===== src/sv/assert_macros.svh =====
// Assertion macros for the RTL files; tdoa_measurement_engine includes them.
// Empty bodies when SYNTHESIS is defined.
`ifndef ASSERT_MACROS_SVH
`define ASSERT_MACROS_SVH
`ifndef SYNTHESIS
`define ASSERT_IMPL(label, clk, rst, prop) \
  label: assert property (@(posedge clk) disable iff (rst) prop) else $error("assertion failed");
`define ASSERT_NEXT(label, clk, rst, a, b) \
  label: assert property (@(posedge clk) disable iff (rst) (a) |=> (b)) else $error("assertion failed");
`else
`define ASSERT_IMPL(label, clk, rst, prop)
`define ASSERT_NEXT(label, clk, rst, a, b)
`endif
`endif


===== src/sv/tdoa_pkg.sv =====
// Package for the TDOA measurement engine: controller states and the
// command/status structs between controller and datapath. No dependencies.
`default_nettype none
package tdoa_pkg;
  typedef enum logic [2:0] {
    ST_IDLE, ST_DIV, ST_MUL1, ST_MUL2, ST_MUL3, ST_OUT
  } state_t;

  typedef struct packed {
    logic load;      // latch item, start item processing
    logic div_step;  // dividend load or one quotient bit
    logic mul1;      // tw * ratio
    logic mul2;      // saturate time difference
    logic mul3;      // metres product
    logic commit;    // update stored state, fill output
  } cmd_t;

  typedef struct packed {
    logic need_work;  // last slot of an in-range anchor
    logic div_done;
  } stat_t;

  localparam logic [31:0] SCALE_RESET = 32'd20150973;
endpackage
`default_nettype wire


===== src/sv/tdoa_ctrl.sv =====
// Controller state machine for the TDOA engine.
// Depends on tdoa_pkg.
`default_nettype none
module tdoa_ctrl (
  input  wire logic           clk,
  input  wire logic           rst,
  input  wire logic           in_fire,
  input  wire logic           out_free,
  input  wire tdoa_pkg::stat_t stat,
  output tdoa_pkg::cmd_t      cmd,
  output logic                busy,
  output logic                out_set
);
  tdoa_pkg::state_t state, state_next;

  always_ff @(posedge clk) begin
    if (rst) state <= tdoa_pkg::ST_IDLE;
    else state <= state_next;
  end

  always_comb begin
    state_next = state;
    cmd = '0;
    out_set = 1'b0;
    busy = (state != tdoa_pkg::ST_IDLE);
    unique case (state)
      tdoa_pkg::ST_IDLE: begin
        cmd.load = in_fire;
        if (in_fire && stat.need_work) state_next = tdoa_pkg::ST_DIV;
      end
      tdoa_pkg::ST_DIV: begin
        cmd.div_step = 1'b1;
        if (stat.div_done) state_next = tdoa_pkg::ST_MUL1;
      end
      tdoa_pkg::ST_MUL1: begin
        cmd.mul1 = 1'b1;
        state_next = tdoa_pkg::ST_MUL2;
      end
      tdoa_pkg::ST_MUL2: begin
        cmd.mul2 = 1'b1;
        state_next = tdoa_pkg::ST_MUL3;
      end
      tdoa_pkg::ST_MUL3: begin
        cmd.mul3 = 1'b1;
        state_next = tdoa_pkg::ST_OUT;
      end
      tdoa_pkg::ST_OUT: begin
        if (out_free) begin
          cmd.commit = 1'b1;
          out_set = 1'b1;
          state_next = tdoa_pkg::ST_IDLE;
        end
      end
      default: state_next = tdoa_pkg::ST_IDLE;
    endcase
  end
endmodule
`default_nettype wire


===== config.mk =====
export PLATFORM = sky130hd
export DESIGN_NAME = tdoa_ctrl
export DESIGN_NICKNAME = d
export VERILOG_FILES = /design/src/sv/assert_macros.svh /design/src/sv/tdoa_pkg.sv /design/src/sv/tdoa_ctrl.sv
export SDC_FILE = /design/constraint.sdc
export NUM_CORES = 1
export LEC_CHECK = 0
export BUFFER_PORTS_ARGS = -buffer_cell sky130_fd_sc_hd__clkbuf_2
export CORE_AREA = 2 2 39 41
export DETAILED_ROUTE_END_ITERATION = 8
export DIE_AREA = 0 0 41 43
export GPL_TIMING_DRIVEN = 0
export SYNTH_ARGS = -nofsm -noshare
export SYNTH_HDL_FRONTEND = slang
export SYNTH_SLANG_ARGS = --single-unit
export TNS_END_PERCENT = 1

===== constraint.sdc =====
create_clock -name clk -period 1.85 [get_ports clk]
set_input_delay 0.0925 -clock clk [delete_from_list [all_inputs] [get_ports clk]]
set_output_delay 0.0925 -clock clk [all_outputs]
set_load 0.05 [all_outputs]

==> flow_summary_export.csv <==
group,metric,value,unit
layout,nets,52,
layout,area_growth,50.3,%
timing,period_share,76.5,%
timing,fin_tns_setup,0,ps
grt,grt-ovfl-total,0,
detailed_routing,viasPerCell,3.97,
detailed_routing,initialDrtViolationCount,4,
logic_synthesis,yosys-top-cells-area,"dfxtp_1 (27%), buf_6 (10%), nor2_1 (8.5%)",
power_and_ir_drop,switching_share,37.1,%
timing,hold_viol,0,
logic_synthesis,seq_area_frac_synth,27.1,%
power_and_ir_drop,power.share.clock,38.7,%
layout,largest_register_ffs,3,
timing,fmax,707,MHz
layout,antennaDiodeCount,0,
clocking,cts_tree,"done",
logic_synthesis,syn_avg_cell_area,7.91,um^2
layout,multiInputGateArea,124,um^2
timing,slew_viol_final,0,
timing,worstMarginPinSlew,283,ps
critical_path,crit_arrival,1320,ps
critical_path,worstSetupPathType,"reg2out",
logic_synthesis,yosysTopAreaCell,"dfxtp_1",
timing,setup_slack,435,ps
min_path,worstHoldPathType,"in2reg",
clocking,clock_sinks,3,
floorplanning,die_w,41,um
detailed_routing,drt_wl_total,519,um
critical_path,crit_path_top_delay_cell,"dfxtp_1",
logic_synthesis,synthCells,28,
timing,setup_violations,0,
power_and_ir_drop,intPower,0.000185,W
logic_synthesis,synth_area,221,um^2
clocking,cts_setup_buffers,0,
power_and_ir_drop,finalPower,0.000294,W
floorplanning,fp.dieH,43,um
placement,place_congestion,0.730,
detailed_routing,drcViolationCount,0,
logic_synthesis,synth_fp_nets,34,
grt,grt_pass1_wl,793,um
logic_synthesis,synth_seq_cells,3,
grt,antenna_found_initial,0,
grt,grtUsageTotal,7.21,%
floorplanning,rows,14,
clocking,clock-root-buffer,"clkbuf_4",
clocking,clkLatencyLatePin,230,ps
timing,grt_setup_unrepaired,"false",
layout,regMostFlops,"state",
power_and_ir_drop,ir_drop,0.294,mV
job,max_cap_viol_count,0,
layout,fillerInstances,155,
power_and_ir_drop,combPwrFrac,36.4,%
layout,final_common_cell,"clkbuf_2",
power_and_ir_drop,powerDensity,883,mW/mm^2
layout,final_cell_mix,"clkbuf_2 (13), nor2_1 (5), nand2_1 (3), clkbuf_4 (3), dfxtp_1 (3)",
placement,place_hpwl,406,um
grt,grt_pass1_vias,185,
critical_path,critical_path.startpoint_type,"register",
critical_path,crit_chain,"inv_1 -> nand2_1 -> nor2_1 -> buf_4 -> clkbuf_2",
clocking,cts-buffers-inserted,3,
timing,period_minus_slack,1410,ps
detailed_routing,wire_per_inst,8.51,um
floorplanning,io_pins,14,
power_and_ir_drop,p_sw,0.000109,W
detailed_routing,detail-route-antenna-nets,0,
placement,portBuffers,13,
detailed_routing,via_count,242,
clocking,clk_pin_slew,40,ps
logic_synthesis,yosys.area.top_type_share,27.1,%
logic_synthesis,synth.distinct_cells,18,
critical_path,critPathMaxFanout,6,
layout,fin_cells,61,
critical_path,worstPathRequired,1760,ps
floorplanning,coreArea,0.00138,mm^2
layout,seq_area,60.1,um^2
timing,whs,79.6,ps
status,status,"finished, final reports clean",
placement,placed_cells,57,
clocking,cts_hold_buf,0,
timing,relSlewSlack,81.1,%
placement,dp_slack,676,ps
power_and_ir_drop,p_leak,0.158,nW
critical_path,cp-end-kind,"primary output",
floorplanning,initial_core_util,16.0,%
detailed_routing,first_pass_iters,2,
critical_path,slowest_delay,330,ps
power_and_ir_drop,pwr-share-seq,24.8,%
layout,top_regs,"state (3)",
grt,grt_max_degree,11,
timing,clock_skew,0.163,ps
logic_synthesis,yosysWarnings,0,
clocking,h-tree-depth,1,
layout,drive_gt1_share,51.1,%
floorplanning,die_area,0.00176,mm^2
clocking,cts.path.max_buffers,2,
clocking,cts_resized,0,
[area by class of cell]
class	instances	share of cell area [%]
plain buffers	3	9.02
clock buffers	4	7.89
multi-input cells	20	37.2
well taps	16	6.02
repair buffers	13	19.5
flip-flops and latches	3	18.0
inverters	2	2.26
[Yosys cell counts]
| library cell | instances |
|---|---|
| or3_4 | 1 |
| nor2_1 | 5 |
| and3_1 | 1 |
| and3b_2 | 1 |
| a2111oi_2 | 1 |
| nor3_1 | 1 |
| a31oi_1 | 1 |
| buf_6 | 2 |
| o21ai_0 | 1 |
| a211oi_1 | 1 |
| buf_4 | 1 |
| inv_1 | 2 |
| nor3b_1 | 1 |
| nand3_1 | 1 |
| dfxtp_1 | 3 |
| nand2b_1 | 1 |
| nand2_1 | 3 |
| a21oi_2 | 1 |
[kinds of logic (layout without fill, tap and decap cells)]
kind of cell,count (synthesis),in the layout,synth area share (%)
flops,3,3,27.1
compound gates,5,5,19.2
buf+inv,5,22,17.0
simple gates,15,15,36.7
[critical path: cells and delay by family (launching register included)]
kind,cells,cell delay (ps)
buf+inv,3,540
simple gates,2,230
flops,1,330
[power groups by stage]
| stage | clock network [W] | logic (W) | registers, W |
|---|---|---|---|
| detailed placement | 0 | 0.000107 | 0.0000740 |
| floorplan | 0 | 0.0000852 | 0.0000734 |
| CTS | 0.000121 | 0.000108 | 0.0000731 |
| global placement | 0 | 0.000107 | 0.0000740 |
| global route | 0.000135 | 0.000114 | 0.0000737 |
| finish | 0.000114 | 0.000107 | 0.0000730 |
[final timing paths]
path	slack [ps]	end	depth (start not counted)	from
setup reg to reg	740	state[0]	4	state[0]
hold / removal	80	state[1]	2	rst
setup / recovery	440	cmd[0]	5	state[1]
hold reg to reg	520	state[1]	2	state[1]
[per-stage QoR]
stage               area (um^2)  util [%]
finish                      333      24.1
global placement            307      22.2
global route                333      24.1
detailed placement          307      22.2
CTS                         333      24.1
floorplan                   221         -
[metal layers]
layer,part of all wire (%),up-vias,track usage (%),wire length [um]
li1,-,128,-,-
met1,54,103,9.58,279
met2,36,11,7.50,189
met3,9.6,0,6.28,50
met4,0,0,4.00,0
met5,0,-,0,0
(Power assumes the default switching activity.)
